**config.mk**
```make
export PLATFORM = sky130hd
export DESIGN_NAME = tbh64_ctrl
export DESIGN_NICKNAME = d
export VERILOG_FILES = /design/src/rtl/tabulation_byte_hash64_macros.svh /design/src/rtl/tbh64_pkg.sv /design/src/rtl/tbh64_ctrl.sv
export SDC_FILE = /design/constraint.sdc
export NUM_CORES = 1
export LEC_CHECK = 0
export BUFFER_PORTS_ARGS = -buffer_cell sky130_fd_sc_hd__buf_2
export CORE_ASPECT_RATIO = 0.8
export CORE_MARGIN = 5
export CORE_UTILIZATION = 50
export DETAILED_ROUTE_END_ITERATION = 7
export PLACE_DENSITY = 0.71
export SLEW_MARGIN = 40
export SYNTH_ARGS = -nofsm -noshare
export SYNTH_HDL_FRONTEND = slang
export SYNTH_SLANG_ARGS = --single-unit
export TNS_END_PERCENT = 1
```
**constraint.sdc**
```tcl
create_clock -name clk -period 5.9 [get_ports clk]
set_clock_uncertainty 0.05 [all_clocks]
set_input_delay 1.475 -clock clk [delete_from_list [all_inputs] [get_ports clk]]
set_output_delay 1.475 -clock clk [all_outputs]
set_load 0.05 [all_outputs]
```
**src/rtl/tabulation_byte_hash64_macros.svh**
```systemverilog
// ----------------------------------------------------------------------------
// tabulation_byte_hash64 assertion macros
// shared property shorthands for the hash block checks
// ----------------------------------------------------------------------------
`ifndef TABULATION_BYTE_HASH64_MACROS_SVH
`define TABULATION_BYTE_HASH64_MACROS_SVH

// same-cycle implication, checked outside reset
`define TBH_ASSERT_NOW(label, ante, cons, msg) \
    label: assert property (@(posedge clk) disable iff (!rst_n) (ante) |-> (cons)) \
        else $error(msg);

// next-cycle implication, checked outside reset
`define TBH_ASSERT_NEXT(label, ante, cons, msg) \
    label: assert property (@(posedge clk) disable iff (!rst_n) (ante) |=> (cons)) \
        else $error(msg);

`endif

```
**src/rtl/tbh64_pkg.sv**
```systemverilog
// ----------------------------------------------------------------------------
// tbh64_pkg
// types, codes and constant tables of the tabulation byte hash
// ----------------------------------------------------------------------------
package tbh64_pkg;

    localparam int TDATA_W = 120;

    localparam logic [1:0] KIND_WRITE = 2'd0;
    localparam logic [1:0] KIND_BYTE  = 2'd1;
    localparam logic [1:0] KIND_EMPTY = 2'd2;

    localparam logic [63:0] PRIME_A = 64'hc0f9edd07d89152f;
    localparam logic [63:0] PRIME_B = 64'hace809255f57529b;
    localparam logic [63:0] PRIME_C = 64'hbb83cd5dd6f450b9;

    localparam logic [5:0] MIX_FIRST = 6'd0;
    localparam logic [5:0] MIX_LAST  = 6'd7;
    localparam logic [5:0] FIN_FIRST = 6'd8;
    localparam logic [5:0] FIN_LAST  = 6'd34;

    typedef enum logic [1:0] {
        PR_A,
        PR_B,
        PR_C
    } prime_t;

    typedef enum logic [1:0] {
        LN_A,
        LN_B,
        LN_C
    } lane_t;

    typedef enum logic [2:0] {
        MU_ROT,
        MU_ADD,
        MU_SUB,
        MU_XOR,
        MU_NOT
    } mu_kind_t;

    typedef struct packed {
        lane_t      dst;
        lane_t      src;
        mu_kind_t   kind;
        logic [5:0] rot;
    } micro_t;

    typedef enum logic [4:0] {
        OP_NONE,
        OP_LATCH,
        OP_RD_0,
        OP_RD_1,
        OP_RD_2,
        OP_RD_POS,
        OP_V_EMPTY,
        OP_V_INC,
        OP_V_SEED,
        OP_XS_PRE,
        OP_MUL_LL,
        OP_MUL_LH,
        OP_MUL_HL,
        OP_XS_POST,
        OP_C_FROM_V,
        OP_XOR_POS,
        OP_V_C_LEN1,
        OP_V_C_LEN3,
        OP_V_T1,
        OP_B_FROM_V,
        OP_A_FROM_RD,
        OP_GATHER,
        OP_MICRO,
        OP_TAIL,
        OP_OUT_V,
        OP_OUT_FIN
    } dp_op_t;

    typedef enum logic [4:0] {
        ST_IDLE,
        ST_DISPATCH,
        ST_E_RD,
        ST_E_LOAD,
        ST_E_INC,
        ST_S_RD,
        ST_S_LOAD,
        ST_S_SET,
        ST_P_RD,
        ST_P_XOR,
        ST_P_FIN,
        ST_P_DONE,
        ST_T1_RD,
        ST_T1_LOAD,
        ST_B_SET,
        ST_C3,
        ST_C_SET,
        ST_T2_RD,
        ST_A_SET,
        ST_GATHER,
        ST_MIX,
        ST_TAIL_CHK,
        ST_TAIL,
        ST_FIN,
        ST_OUT_V,
        ST_OUT_F,
        ST_XS_PRE,
        ST_MUL_LL,
        ST_MUL_LH,
        ST_MUL_HL,
        ST_XS_POST
    } state_t;

    typedef struct packed {
        dp_op_t     op;
        prime_t     prime;
        logic [5:0] upc;
    } cmd_t;

    typedef struct packed {
        logic [1:0] kind;
        logic       len_zero;
        logic       bs_zero;
        logic       bs_lt_tp;
        logic       pos_end;
        logic       bs_ge_len;
        logic       pair_done;
        logic       out_busy;
    } status_t;

    function automatic logic [63:0] rotl64(input logic [63:0] x, input logic [5:0] r);
        return (x << r) | (x >> (7'd64 - {1'b0, r}));
    endfunction

    function automatic logic [63:0] prime_of(input prime_t p);
        case (p)
            PR_A:    return PRIME_A;
            PR_B:    return PRIME_B;
            PR_C:    return PRIME_C;
            default: return PRIME_A;
        endcase
    endfunction

    function automatic logic [63:0] xs_pre(input logic [63:0] x);
        logic [63:0] v;
        v = x ^ (x >> 13);
        v = v ^ (v << 35);
        v = v ^ (v >> 30);
        return v;
    endfunction

    function automatic logic [63:0] xs_post(input logic [63:0] x);
        logic [63:0] v;
        v = x ^ (x >> 19);
        v = v ^ (v << 15);
        v = v ^ (v >> 46);
        return v;
    endfunction

    // lane program: mix rounds first, then the finalize chain
    function automatic micro_t micro_rom(input logic [5:0] idx);
        case (idx)
            6'd0:    return '{LN_A, LN_B, MU_ADD, 6'd8};
            6'd1:    return '{LN_B, LN_C, MU_XOR, 6'd23};
            6'd2:    return '{LN_C, LN_A, MU_XOR, 6'd53};
            6'd3:    return '{LN_A, LN_C, MU_SUB, 6'd16};
            6'd4:    return '{LN_C, LN_B, MU_ADD, 6'd17};
            6'd5:    return '{LN_B, LN_A, MU_SUB, 6'd29};
            6'd6:    return '{LN_A, LN_C, MU_XOR, 6'd29};
            6'd7:    return '{LN_C, LN_A, MU_ADD, 6'd15};
            6'd8:    return '{LN_A, LN_C, MU_SUB, 6'd3};
            6'd9:    return '{LN_C, LN_B, MU_XOR, 6'd0};
            6'd10:   return '{LN_C, LN_A, MU_SUB, 6'd8};
            6'd11:   return '{LN_B, LN_C, MU_SUB, 6'd0};
            6'd12:   return '{LN_A, LN_C, MU_SUB, 6'd41};
            6'd13:   return '{LN_B, LN_B, MU_ROT, 6'd11};
            6'd14:   return '{LN_A, LN_B, MU_SUB, 6'd0};
            6'd15:   return '{LN_B, LN_B, MU_ROT, 6'd11};
            6'd16:   return '{LN_A, LN_B, MU_SUB, 6'd0};
            6'd17:   return '{LN_A, LN_A, MU_ROT, 6'd32};
            6'd18:   return '{LN_C, LN_A, MU_SUB, 6'd57};
            6'd19:   return '{LN_B, LN_A, MU_ADD, 6'd3};
            6'd20:   return '{LN_C, LN_C, MU_ROT, 6'd9};
            6'd21:   return '{LN_B, LN_C, MU_SUB, 6'd0};
            6'd22:   return '{LN_B, LN_B, MU_ROT, 6'd45};
            6'd23:   return '{LN_C, LN_B, MU_XOR, 6'd0};
            6'd24:   return '{LN_B, LN_A, MU_SUB, 6'd0};
            6'd25:   return '{LN_C, LN_C, MU_ROT, 6'd24};
            6'd26:   return '{LN_B, LN_C, MU_XOR, 6'd0};
            6'd27:   return '{LN_B, LN_C, MU_SUB, 6'd47};
            6'd28:   return '{LN_A, LN_B, MU_XOR, 6'd15};
            6'd29:   return '{LN_A, LN_A, MU_ROT, 6'd57};
            6'd30:   return '{LN_B, LN_A, MU_XOR, 6'd0};
            6'd31:   return '{LN_B, LN_B, MU_ROT, 6'd25};
            6'd32:   return '{LN_C, LN_B, MU_SUB, 6'd0};
            6'd33:   return '{LN_C, LN_C, MU_ROT, 6'd27};
            6'd34:   return '{LN_B, LN_B, MU_NOT, 6'd0};
            default: return '{LN_A, LN_A, MU_ROT, 6'd0};
        endcase
    endfunction

endpackage

```
**src/rtl/tbh64_ctrl.sv**
```systemverilog
// ----------------------------------------------------------------------------
// tbh64_ctrl
// sequencer for table writes, per-byte steps, scramble, mix and finalize
// ----------------------------------------------------------------------------
module tbh64_ctrl
    import tbh64_pkg::*;
(
    input  logic    clk,
    input  logic    rst_n,
    input  logic    in_valid,
    output logic    in_ready,
    input  status_t status,
    output cmd_t    cmd
);

    state_t     state_reg, state_next;
    state_t     ret_reg, ret_next;
    prime_t     prime_reg, prime_next;
    logic [5:0] upc_reg, upc_next;

    always_ff @(posedge clk or negedge rst_n)
    begin
        if (!rst_n)
        begin
            state_reg <= ST_IDLE;
            ret_reg   <= ST_IDLE;
            prime_reg <= PR_A;
            upc_reg   <= '0;
        end
        else
        begin
            state_reg <= state_next;
            ret_reg   <= ret_next;
            prime_reg <= prime_next;
            upc_reg   <= upc_next;
        end
    end

    always_comb
    begin
        state_next = state_reg;
        ret_next   = ret_reg;
        prime_next = prime_reg;
        upc_next   = upc_reg;
        cmd.op     = OP_NONE;
        cmd.prime  = prime_reg;
        cmd.upc    = upc_reg;
        in_ready   = 1'b0;
        case (state_reg)
            ST_IDLE:
            begin
                in_ready = 1'b1;
                if (in_valid)
                begin
                    cmd.op     = OP_LATCH;
                    state_next = ST_DISPATCH;
                end
            end
            ST_DISPATCH:
            begin
                if (status.kind == KIND_EMPTY || (status.kind == KIND_BYTE && status.len_zero))
                begin
                    state_next = ST_E_RD;
                end
                else if (status.kind == KIND_BYTE)
                begin
                    if (status.bs_zero)
                    begin
                        state_next = ST_S_RD;
                    end
                    else if (status.bs_lt_tp)
                    begin
                        state_next = ST_P_RD;
                    end
                    else
                    begin
                        state_next = ST_GATHER;
                    end
                end
                else
                begin
                    state_next = ST_IDLE;
                end
            end
            // empty key
            ST_E_RD:
            begin
                cmd.op     = OP_RD_0;
                state_next = ST_E_LOAD;
            end
            ST_E_LOAD:
            begin
                cmd.op     = OP_V_EMPTY;
                state_next = ST_XS_PRE;
                prime_next = PR_A;
                ret_next   = ST_E_INC;
            end
            ST_E_INC:
            begin
                cmd.op     = OP_V_INC;
                state_next = ST_XS_PRE;
                prime_next = PR_B;
                ret_next   = ST_OUT_V;
            end
            // first byte seeds lane c
            ST_S_RD:
            begin
                cmd.op     = OP_RD_0;
                state_next = ST_S_LOAD;
            end
            ST_S_LOAD:
            begin
                cmd.op     = OP_V_SEED;
                state_next = ST_XS_PRE;
                prime_next = PR_A;
                ret_next   = ST_S_SET;
            end
            ST_S_SET:
            begin
                cmd.op     = OP_C_FROM_V;
                state_next = ST_P_RD;
            end
            ST_P_RD:
            begin
                cmd.op     = OP_RD_POS;
                state_next = ST_P_XOR;
            end
            ST_P_XOR:
            begin
                cmd.op     = OP_XOR_POS;
                state_next = status.pos_end ? ST_P_FIN : ST_IDLE;
            end
            ST_P_FIN:
            begin
                cmd.op     = OP_V_C_LEN1;
                state_next = ST_XS_PRE;
                prime_next = PR_B;
                ret_next   = ST_P_DONE;
            end
            ST_P_DONE:
            begin
                if (status.bs_ge_len)
                begin
                    state_next = ST_OUT_V;
                end
                else
                begin
                    cmd.op     = OP_C_FROM_V;
                    state_next = ST_T1_RD;
                end
            end
            // set up the three mix lanes
            ST_T1_RD:
            begin
                cmd.op     = OP_RD_1;
                state_next = ST_T1_LOAD;
            end
            ST_T1_LOAD:
            begin
                cmd.op     = OP_V_T1;
                state_next = ST_XS_PRE;
                prime_next = PR_A;
                ret_next   = ST_B_SET;
            end
            ST_B_SET:
            begin
                cmd.op     = OP_B_FROM_V;
                state_next = ST_C3;
            end
            ST_C3:
            begin
                cmd.op     = OP_V_C_LEN3;
                state_next = ST_XS_PRE;
                prime_next = PR_C;
                ret_next   = ST_C_SET;
            end
            ST_C_SET:
            begin
                cmd.op     = OP_C_FROM_V;
                state_next = ST_T2_RD;
            end
            ST_T2_RD:
            begin
                cmd.op     = OP_RD_2;
                state_next = ST_A_SET;
            end
            ST_A_SET:
            begin
                cmd.op     = OP_A_FROM_RD;
                state_next = ST_IDLE;
            end
            // bytes past the table positions
            ST_GATHER:
            begin
                cmd.op = OP_GATHER;
                if (status.pair_done)
                begin
                    upc_next   = MIX_FIRST;
                    state_next = ST_MIX;
                end
                else
                begin
                    state_next = ST_TAIL_CHK;
                end
            end
            ST_MIX:
            begin
                cmd.op   = OP_MICRO;
                upc_next = upc_reg + 6'd1;
                if (upc_reg == MIX_LAST)
                begin
                    state_next = ST_TAIL_CHK;
                end
            end
            ST_TAIL_CHK:
            begin
                state_next = status.bs_ge_len ? ST_TAIL : ST_IDLE;
            end
            ST_TAIL:
            begin
                cmd.op     = OP_TAIL;
                upc_next   = FIN_FIRST;
                state_next = ST_FIN;
            end
            ST_FIN:
            begin
                cmd.op   = OP_MICRO;
                upc_next = upc_reg + 6'd1;
                if (upc_reg == FIN_LAST)
                begin
                    state_next = ST_OUT_F;
                end
            end
            // hold here while the previous result is still waiting
            ST_OUT_V:
            begin
                if (!status.out_busy)
                begin
                    cmd.op     = OP_OUT_V;
                    state_next = ST_IDLE;
                end
            end
            ST_OUT_F:
            begin
                if (!status.out_busy)
                begin
                    cmd.op     = OP_OUT_FIN;
                    state_next = ST_IDLE;
                end
            end
            // shared scramble sequence, returns to ret_reg
            ST_XS_PRE:
            begin
                cmd.op     = OP_XS_PRE;
                state_next = ST_MUL_LL;
            end
            ST_MUL_LL:
            begin
                cmd.op     = OP_MUL_LL;
                state_next = ST_MUL_LH;
            end
            ST_MUL_LH:
            begin
                cmd.op     = OP_MUL_LH;
                state_next = ST_MUL_HL;
            end
            ST_MUL_HL:
            begin
                cmd.op     = OP_MUL_HL;
                state_next = ST_XS_POST;
            end
            ST_XS_POST:
            begin
                cmd.op     = OP_XS_POST;
                state_next = ret_reg;
            end
            default:
            begin
                state_next = ST_IDLE;
            end
        endcase
    end

endmodule

```
==> results.yml, run 1 <==
worst_hold_path:
  hold_class: "flip-flop to flip-flop"
finish:
  diodes: 0
  regArea_um2: 450
  nNetsFinal: 298
  largest_reg_flops: 6
  area_delta_synth_final_pct: 8.01
  nFillCells: 379
  multiInputGateArea_um2: 1330
  drive_gt1_frac: 0.134
cts:
  htree_levels: 1
  cts_max_path_buffers: 2
  cts_tree: "done"
  clockRootBuffer: "clkbuf_8"
  clk_latency_ns: 0.26
  cts_resized: 0
  post_cts_buffers: 0
  cts-buffers-inserted: 3
  cts_hold_buf: 0
  clkTransAtPathRegs_ns: 0.08
  cts_sinks: 18
detailed_routing:
  vias: 2160
  routed_wl_um: 5630
  drt-initial-drc-count: 404
  via_per_inst: 6.61
  drc: 0
  drt-wirelength-per-cell_um: 17.2
  detail-route-antenna-nets: 0
  drt_pass1_iterations: 5
critical_path:
  path_cells: "buf_2 > nor2_1 > o21ai_0 > o21ai_0 > a221o_1 > buf_2"
  cpPeakStageDelay_ns: 0.37
  cp_top_family: "compound AO/OA/AOI/OAI gates"
  crit_type: "input port to output pin"
  worstSetupEndpointType: "output pin"
  worst-path-buf-inv: 2
  path_max_fanout: 6
  cp-start-kind: "input port"
  arrival_ns: 2.56
  cp_data_required_time_ns: 4.38
  worst_path_max_delay_cell: "a221o_1"
timing:
  setup_viol: 0
  min_period_ns: 4.09
  rsz0062_at_grt: "no"
  hold_viol: 0
  fmax_ghz: 0.245
  tightest_slew_ns: 0.864
  fin_crit_sh: 0.693
  fin_ws_ns: 1.81
  max_slew_margin: 0.424
  fin_setup_tns_ns: 0
  slew_viol_final: 0
floorplanning:
  ios: 26
  core_um2: 3750
  start_util: 0.512
  die-width_um: 79.3
  dieArea_um2: 5190
  fp.dieH_um: 65.5
  core.rowCount: 20
global_route:
  grt_pass1_wl_um: 9210
  antenna_found_initial: 0
  grtUsageTotal: 0.219
  grt-ovfl-total: 0
  grt_pass1_vias: 1846
  grt_max_degree: 49
place:
  gp_congestion: 0.931
  dpl.hpwl_um: 3860
  port_buffers: 25
  pre_cts_ws_ns: 1.84
logic_synthesis:
  synth_edf_count: 0
  synth_area_leaders: "dfrtp_1 (23%), a21oi_1 (8.6%), o21ai_0 (6.8%)"
  synthXorXnorAreaFrac: 0.0182
  synth-seq-cells: 18
  synth_area_leader_cell: "dfrtp_1"
  muxShareOfSynthArea: 0.0169
  yosysWarnings: 0
  syn_avg_cell_area_um2: 7.04
  synth_top_area_frac: 0.234
  netlist_area_um2: 1920
  ys_async_sr_fraction: 1.00
  ys_seq_area_frac: 0.234
  synthAdderAreaFrac: 0.0130
  synth-simple-area-share: 0.271
  yosysUniqueCellTypes: 60
  synth_compound_area_frac: 0.368
  synth_nets: 287
  synth_cells: 273
  synth_top_family_by_area: "compound AO/OA/AOI/OAI gates"
  synth_flop_cell: "dfrtp_1"
outcome:
  status: "finished clean"
power:
  p_per_area_nw_per_um2: 616
  power.leakage_uw: 0.000860
  ir_drop_uv: 395
flow_run:
  drv_cap: 0
-- cells by family after synthesis --
group / count (synthesis)
AO/OA/AOI/OAI: 112
XOR/XNOR: 4
adder cells (fa/ha/maj): 2
buffers and inverters: 32
flip-flops: 18
multiplexers: 3
AND/OR/NAND/NOR: 102
-- tightest hold or removal path, cell delays in order, from the launching register on --
cell,delay [ns]
dfrtp_1,0.35
a21oi_1,0.04
a21oi_1,0.10
-- report_power, final --
group          total (uW)  switching [uW]  internal, uW  leakage (uW)
Clock                 105            45.8          59.4     0.0000288
Sequential            243            73.1           170      0.000224
Combinational         930             631           299      0.000607
Total                1280             750           528      0.000860
-- path summary, 6_finish.rpt --
kind	from	end	slack, ns	cells past startpoint
min in group asynchronous	rst_n	ret_reg[3]$_DFFE_PN0P_	1.10	1
max in group asynchronous	rst_n	state_reg[1]$_DFFE_PN0P_	4.38	1
worst min register to register	prime_reg[1]$_DFFE_PN0P_	prime_reg[1]$_DFFE_PN0P_	0.48	2
worst max-delay path	status[2]	cmd[11]	1.81	6
worst min-delay path	prime_reg[1]$_DFFE_PN0P_	prime_reg[1]$_DFFE_PN0P_	0.48	2
worst max register to register	state_reg[1]$_DFFE_PN0P_	state_reg[4]$_DFFE_PN0P_	3.49	5
-- metal layers --
metal,GRT usage,wire length (um),share of wire
met5,0,0,0
met3,0.0356,483,0.086
met4,0.0279,31,0.0055
met1,0.336,2650,0.47
met2,0.330,2460,0.44
-- layout make-up --
type | instances | area share
clock buffer | 4 | 0.0265
inverter | 9 | 0.0163
multi-input combinational | 223 | 0.639
sequential | 18 | 0.217
tap | 44 | 0.0265
timing repair buffer | 29 | 0.0747
-- cells in the final DEF (no fill, tap or decap), types with 3 or more instances in the layout --
cell type,n
buf_2,25
buf_4,4
inv_1,7
o21ai_1,7
o22ai_1,5
nand2b_1,7
a221o_1,3
nor3_1,6
xor2_1,3
o21ai_0,26
a21o_1,4
o21bai_1,4
nand3_1,8
nor2_1,27
o21a_1,4
clkbuf_8,4
or3_1,3
dfrtp_1,18
nor2b_1,10
nand2_1,24
o211ai_1,3
a21oi_1,33
-- through the flow --
| step | cell area (um^2) | cells | power (uW) | utilization | hold WS [ns] |
|---|---|---|---|---|---|
| after floorplan | 1920 | 273 | 984 | - | 0.427 |
| after global placement | 2020 | 323 | 1150 | 0.537 | 0.452 |
| after detailed placement | 2020 | 323 | 1160 | 0.538 | 0.472 |
| after CTS | 2080 | 327 | 1270 | 0.553 | 0.490 |
| after global routing | 2080 | 327 | 1370 | 0.553 | 0.532 |
| final | 2080 | 327 | 1280 | 0.553 | 0.485 |
-- synth_stat cells (5+ instances only) --
cell      count
inv_1         7
nand2b_1      7
a21oi_1      33
o21ai_1       7
nor3_1        6
dfrtp_1      18
o21ai_0      26
o22ai_1       5
clkbuf_1      5
nor2_1       27
buf_2        12
nand2_1      24
nor2b_1      10
nand3_1       8
Note: power is estimated with default switching activity, not from simulation.
==> run 2, diff against run 1 <==
--- a/config.mk
+++ b/config.mk
@@ -5,12 +5,13 @@
 export SDC_FILE = /design/constraint.sdc
 export NUM_CORES = 1
 export LEC_CHECK = 0
+export ABC_AREA = 1
 export BUFFER_PORTS_ARGS = -buffer_cell sky130_fd_sc_hd__buf_2
 export CORE_ASPECT_RATIO = 0.8
 export CORE_MARGIN = 5
 export CORE_UTILIZATION = 50
 export DETAILED_ROUTE_END_ITERATION = 7
-export PLACE_DENSITY = 0.71
+export PLACE_DENSITY = 0.72
 export SLEW_MARGIN = 40
 export SYNTH_ARGS = -nofsm -noshare
 export SYNTH_HDL_FRONTEND = slang
==> constraint.sdc (replaced) <==
create_clock -name clk -period 4.1 [get_ports clk]
set_clock_uncertainty 0.05 [all_clocks]
set_input_delay 1.025 -clock clk [delete_from_list [all_inputs] [get_ports clk]]
set_output_delay 1.025 -clock clk [all_outputs]
set_load 0.05 [all_outputs]
==> run 2 against run 1 <==
Compared with the run above: design area is 12% lower; setup slack worse by 0.95 ns; synthesized cell count is 5.1% lower; final cell count is 0.31% lower; hold slack worse by 0.054 ns; sequential share of layout area is 2.8 points higher; first-iteration DRC count is 37% lower; via count is 15% lower; combinational power is 18% higher; routed wire length is 17% lower; global-route usage is 0.29 points higher; register-to-register slack worse by 1.3 ns.
==> results.yml, run 2 <==
cts:
  post_cts_buffers: 0
  cts-buffers-inserted: 3
  clkTransAtPathRegs_ns: 0.07
  clockRootBuffer: "clkbuf_8"
  cts_max_path_buffers: 2
  htree_levels: 1
  cts_sinks: 18
  cts_resized: 0
  cts_tree: "done"
  clk_latency_ns: 0.26
  cts_hold_buf: 0
logic_synthesis:
  netlist_area_um2: 1610
  synth-seq-cells: 18
  yosysWarnings: 0
  ys_async_sr_fraction: 1.00
  ys_seq_area_frac: 0.280
  synth_cells: 259
  synth_area_leader_cell: "dfrtp_1"
  synth_flop_cell: "dfrtp_1"
  syn_avg_cell_area_um2: 6.22
  synth_edf_count: 0
  synth_top_area_frac: 0.280
  synth_nets: 273
  yosysUniqueCellTypes: 26
  synth_commonest_cells: "nand2_1 (80), nand3_1 (36), nor2_1 (32)"
  synth_most_common_cell: "nand2_1"
  synth_area_leaders: "dfrtp_1 (28%), nand2_1 (19%), nand3_1 (11%)"
detailed_routing:
  vias: 1835
  detail-route-antenna-nets: 0
  drt_pass1_iterations: 5
  drt-initial-drc-count: 255
  routed_wl_um: 4650
  via_per_inst: 5.63
  drc: 0
  drt-wirelength-per-cell_um: 14.3
finish:
  nFillCells: 320
  area_delta_synth_final_pct: 14.1
  nNetsFinal: 301
  final_common_cell: "nand2_1"
  largest_reg_flops: 6
  utilization: 0.595
  drive_gt1_frac: 0.199
  most-common-layout-cells: "nand2_1 (80), nand3_1 (36), nor2_1 (32)"
  fin_cells: 326
  diodes: 0
critical_path:
  worstSetupEndpointType: "output pin"
  path_max_fanout: 21
  cp-start-kind: "flip-flop"
  crit_type: "flip-flop to output pin"
  rrSetupSlack_ns: 2.23
  cp_data_required_time_ns: 3.02
  r2r_cells: 9
  r2r_end: "ret_reg[2]$_DFFE_PN0P_"
  timing.rr.start: "state_reg[4]$_DFFE_PN0P_"
  arrival_ns: 2.16
worst_hold_path:
  hold_class: "flip-flop to flip-flop"
  hold_depth: 2
  hold_start: "prime_reg[0]$_DFFE_PN0P_"
  min_to: "prime_reg[0]$_DFFE_PN0P_"
global_route:
  grt_pass1_vias: 1639
  grt_pass1_wl_um: 7620
  grt_max_degree: 22
  antenna_found_initial: 0
  grtUsageTotal: 0.222
  grt-ovfl-total: 0
timing:
  hold_viol: 0
  slew_viol_final: 0
  tightest_slew_ns: 0.488
  fmax_ghz: 0.309
  setup_viol: 0
  max_slew_margin: 0.674
  fin_setup_tns_ns: 0
  rsz0062_at_grt: "no"
  min_period_ns: 3.23
  fin_ws_ns: 0.866
  fin_crit_sh: 0.789
power:
  p_per_area_nw_per_um2: 863
  power.leakage_uw: 0.00110
  p_total_uw: 1590
  ir_drop_uv: 439
floorplanning:
  fp.dieH_um: 60.8
  core_um2: 3090
  dieArea_um2: 4460
  core.rowCount: 18
  die-width_um: 73.5
  ios: 26
  start_util: 0.522
outcome:
  status: "finished clean"
place:
  dp.cells: 322
  dpl.hpwl_um: 3710
  port_buffers: 25
  gp_congestion: 0.984
  pre_cts_ws_ns: 1.19
flow_run:
  drv_cap: 0
## run 2: cell types whose count changed after synthesis, sizes merged, moves of 10 or more
cell	change
nor2	+13
nand3	+31
buf	-15
inv	+19
a21oi	-28
nor2b	-10
nand2	+62
o21ai	-21
## run 2: layout make-up
type	instances	area, um^2	share of cell area
Inverter	27	101	0.0552
Clock buffer	4	55.1	0.0300
Multi-Input combinational cell	210	1040	0.566
Timing Repair Buffer	27	140	0.0763
Sequential cell	18	450	0.245
Tap cell	40	50.0	0.0272
## run 2: worst max-delay path, stage by stage (launching register included)
cell and delay [ns]:
dfrtp_1 0.36, buf_4 0.19, inv_2 0.31, nand3_1 0.30, nand2_1 0.20, a21oi_1 0.08
nand2_1 0.07, nor3_1 0.05, nand3_1 0.07, buf_2 0.26
## run 2: stage by stage
step                      area (um^2)  hold slack (ns)
after floorplan                  1610            0.392
after global placement           1780            0.408
after detailed placement         1780            0.422
after CTS                        1840            0.439
after global routing             1840            0.450
final                            1840            0.431
## run 2: power breakdown
part | internal, uW | switching [uW]
Combinational | 282 | 820
Clock | 85.4 | 60.4
Sequential | 255 | 83.5
Total | 622 | 964
## run 2: worst max path at each step
stage | from | endpoint | cells after the start
final | state_reg[4]$_DFFE_PN0P_ | cmd[8] | 9
after global routing | state_reg[4]$_DFFE_PN0P_ | cmd[8] | 9
after CTS | state_reg[4]$_DFFE_PN0P_ | cmd[8] | 9
after detailed placement | status[2] | cmd[10] | 6
after global placement | status[2] | cmd[10] | 6
after floorplan | state_reg[3]$_DFFE_PN0P_ | cmd[8] | 7
## run 2: logic make-up after synthesis
family          Yosys count  synth area share
buf+inv                  31            0.0746
flops                    18             0.280
xor+xnor                  2            0.0109
compound gates           20            0.0684
fa+ha+maj                 2            0.0155
simple gates            186             0.551
## run 2: layer usage
metal / track usage / routed length, um / up-vias
li1: - / - / 902
met4: 0.0491 / 83 / 0
met2: 0.340 / 1980 / 88
met5: 0 / 0 / -
met3: 0.0513 / 485 / 10
met1: 0.321 / 2100 / 835
==> run 3, diff against run 2 <==
--- a/config.mk
+++ b/config.mk
@@ -11,7 +11,7 @@
 export CORE_MARGIN = 5
 export CORE_UTILIZATION = 50
 export DETAILED_ROUTE_END_ITERATION = 7
-export PLACE_DENSITY = 0.72
+export PLACE_DENSITY = 0.75
 export SLEW_MARGIN = 40
 export SYNTH_ARGS = -nofsm -noshare
 export SYNTH_HDL_FRONTEND = slang
==> constraint.sdc (replaced) <==
create_clock -name clk -period 2.69 [get_ports clk]
set_clock_uncertainty 0.05 [all_clocks]
set_input_delay 0.6725 -clock clk [delete_from_list [all_inputs] [get_ports clk]]
set_output_delay 0.6725 -clock clk [all_outputs]
set_load 0.05 [all_outputs]
==> run 3 against run 2 <==
Compared with the run above: clock power increased by 47%; final cell count up 0.61%; largest power group unchanged; sequential power is 56% higher; non-clock buffer count grew 2; register-to-register slack worse by 1.4 ns; critical path depth unchanged; hold slack got worse by 0.13 ns; flip-flop and latch count did not move; power grew 57%; sequential share of layout area decreased by 0.24 points; combinational power increased by 58%; first-iteration DRC count decreased by 27%; critical path type unchanged.
==> results.yml, run 3 (synthesis results as in run 2) <==
critical_path:
  cp_data_required_time_ns: 1.97
  startpoint: "state_reg[2]$_DFFE_PN0P_"
  worstSetupEndpointType: "output pin"
  timing.rr.start: "state_reg[2]$_DFFE_PN0P_"
  path_max_fanout: 5
  arrival_ns: 1.86
  cp-start-kind: "flip-flop"
  crit_type: "flip-flop to output pin"
finish:
  most-common-layout-cells: "nand2_1 (80), nand3_1 (35), nor2_1 (31)"
  utilization: 0.606
  diodes: 0
  nNetsFinal: 303
  final_common_cell: "nand2_1"
  drive_gt1_frac: 0.222
  largest_reg_flops: 6
  area_delta_synth_final_pct: 16.2
  nFillCells: 291
global_route:
  antenna_found_initial: 0
  met3_usage: 0.0596
  use_met2: 0.336
  grt_pass1_vias: 1654
  grt-ovfl-total: 0
  grt_pass1_wl_um: 8050
  top_usage_layer: "met1"
  grtUsageTotal: 0.236
  use_met1: 0.357
  grt_max_degree: 22
cts:
  cts_max_path_buffers: 2
  clockRootBuffer: "clkbuf_8"
  cts-buffers-inserted: 3
  clk_latency_ns: 0.25
  cts_sinks: 18
  cts_tree: "done"
  clkTransAtPathRegs_ns: 0.07
  htree_levels: 1
power:
  ir_drop_uv: 623
  p_per_area_nw_per_um2: 1330
  power.leakage_uw: 0.00110
detailed_routing:
  routed_wl_um: 4940
  drt-wirelength-per-cell_um: 15.1
  drt_pass1_iterations: 5
  via_per_inst: 5.72
  detail-route-antenna-nets: 0
  drc: 0
  vias: 1877
  drt-initial-drc-count: 186
timing:
  max_slew_margin: 0.697
  fmax_ghz: 0.387
  slew_viol_final: 0
  fin_ws_ns: 0.107
  hold_viol: 0
  tightest_slew_ns: 0.450
  fin_crit_sh: 0.960
  min_period_ns: 2.58
  timing.hold.ws_ns: 0.300
  setup_viol: 0
place:
  gp_congestion: 1.01
  dpl.hpwl_um: 3890
  pre_cts_ws_ns: 0.224
  port_buffers: 25
flow_run:
  drv_cap: 0
floorplanning:
  core_um2: 3090
  core.rowCount: 18
  start_util: 0.522
  ios: 26
  die-width_um: 73.5
  dieArea_um2: 4460
  fp.dieH_um: 60.8
worst_hold_path:
  hold_class: "input port to async pin"
outcome:
  status: "finished clean"
-- run 3: cell types whose count changed in the layout (fill, tap and decap cells not counted) --
cell     previous run  this run
dfrtp_2             0         3
buf_4               2         4
o21ai_0            11        10
dfrtp_1            18        15
nor2_1             32        31
o21ai_1             0         1
nand3_2             3         4
nor2_4              6         7
inv_4               0         1
nand3_1            36        35
inv_2               7         6
-- run 3: metal layers --
layer,wire (um),vias up,share of wire
met5,0,-,0
met4,125,0,0.025
met3,569,22,0.12
met2,2010,134,0.41
met1,2230,810,0.45
li1,-,911,-
-- run 3: cell type report --
cell class | count | area [um^2] | area share
Multi-Input combinational cell | 210 | 1050 | 0.563
Sequential cell | 18 | 454 | 0.243
Timing Repair Buffer | 29 | 155 | 0.0829
Inverter | 27 | 104 | 0.0555
Clock buffer | 4 | 55.1 | 0.0294
Tap cell | 40 | 50.0 | 0.0268
-- run 3: final timing paths --
| check | cells past startpoint | end | slack [ns] |
|---|---|---|---|
| max | 9 | cmd[12] | 0.11 |
| min | 1 | state_reg[4]$_DFFE_PN0P_ | 0.30 |
| max reg2reg | 8 | state_reg[3]$_DFFE_PN0P_ | 0.84 |
| min reg2reg | 2 | prime_reg[0]$_DFFE_PN0P_ | 0.43 |
| max in group asynchronous | 1 | state_reg[3]$_DFFE_PN0P_ | 1.97 |
| min in group clk | 2 | prime_reg[0]$_DFFE_PN0P_ | 0.43 |
-- run 3: worst max-delay path, cell delays in order (launching register included) --
cell,delay (ns)
dfrtp_1,0.44
inv_2,0.08
nor2_4,0.19
nand3_1,0.16
nand2_1,0.16
inv_1,0.08
nand2_1,0.10
a31oi_1,0.05
nand3_1,0.08
buf_2,0.27
-- run 3: repair_timing --
action / CTS / global route
setup endpoints to repair: 2 / 5
pin swaps: 0 / 1
gates resized for setup: 1 / 8
hold endpoints to repair: 0 / 0
buffers inserted: 0 / 2
hold buffers: 0 / 0
-- run 3: metrics by stage --
step / area [um^2] / power (uW) / TNS (ns) / std cells
after floorplan: 1610 / 1790 / 0 / 259
after global placement: 1780 / 2190 / 0 / 322
after detailed placement: 1780 / 2200 / 0 / 322
after CTS: 1840 / 2430 / 0 / 326
after global routing: 1870 / 2660 / -0.000372 / 328
final: 1870 / 2480 / 0 / 328
-- run 3: power breakdown --
group	total (uW)	internal [uW]	switching, uW
Sequential	527	393	134
Clock	215	130	85.5
Combinational	1740	455	1290
Total	2480	978	1510
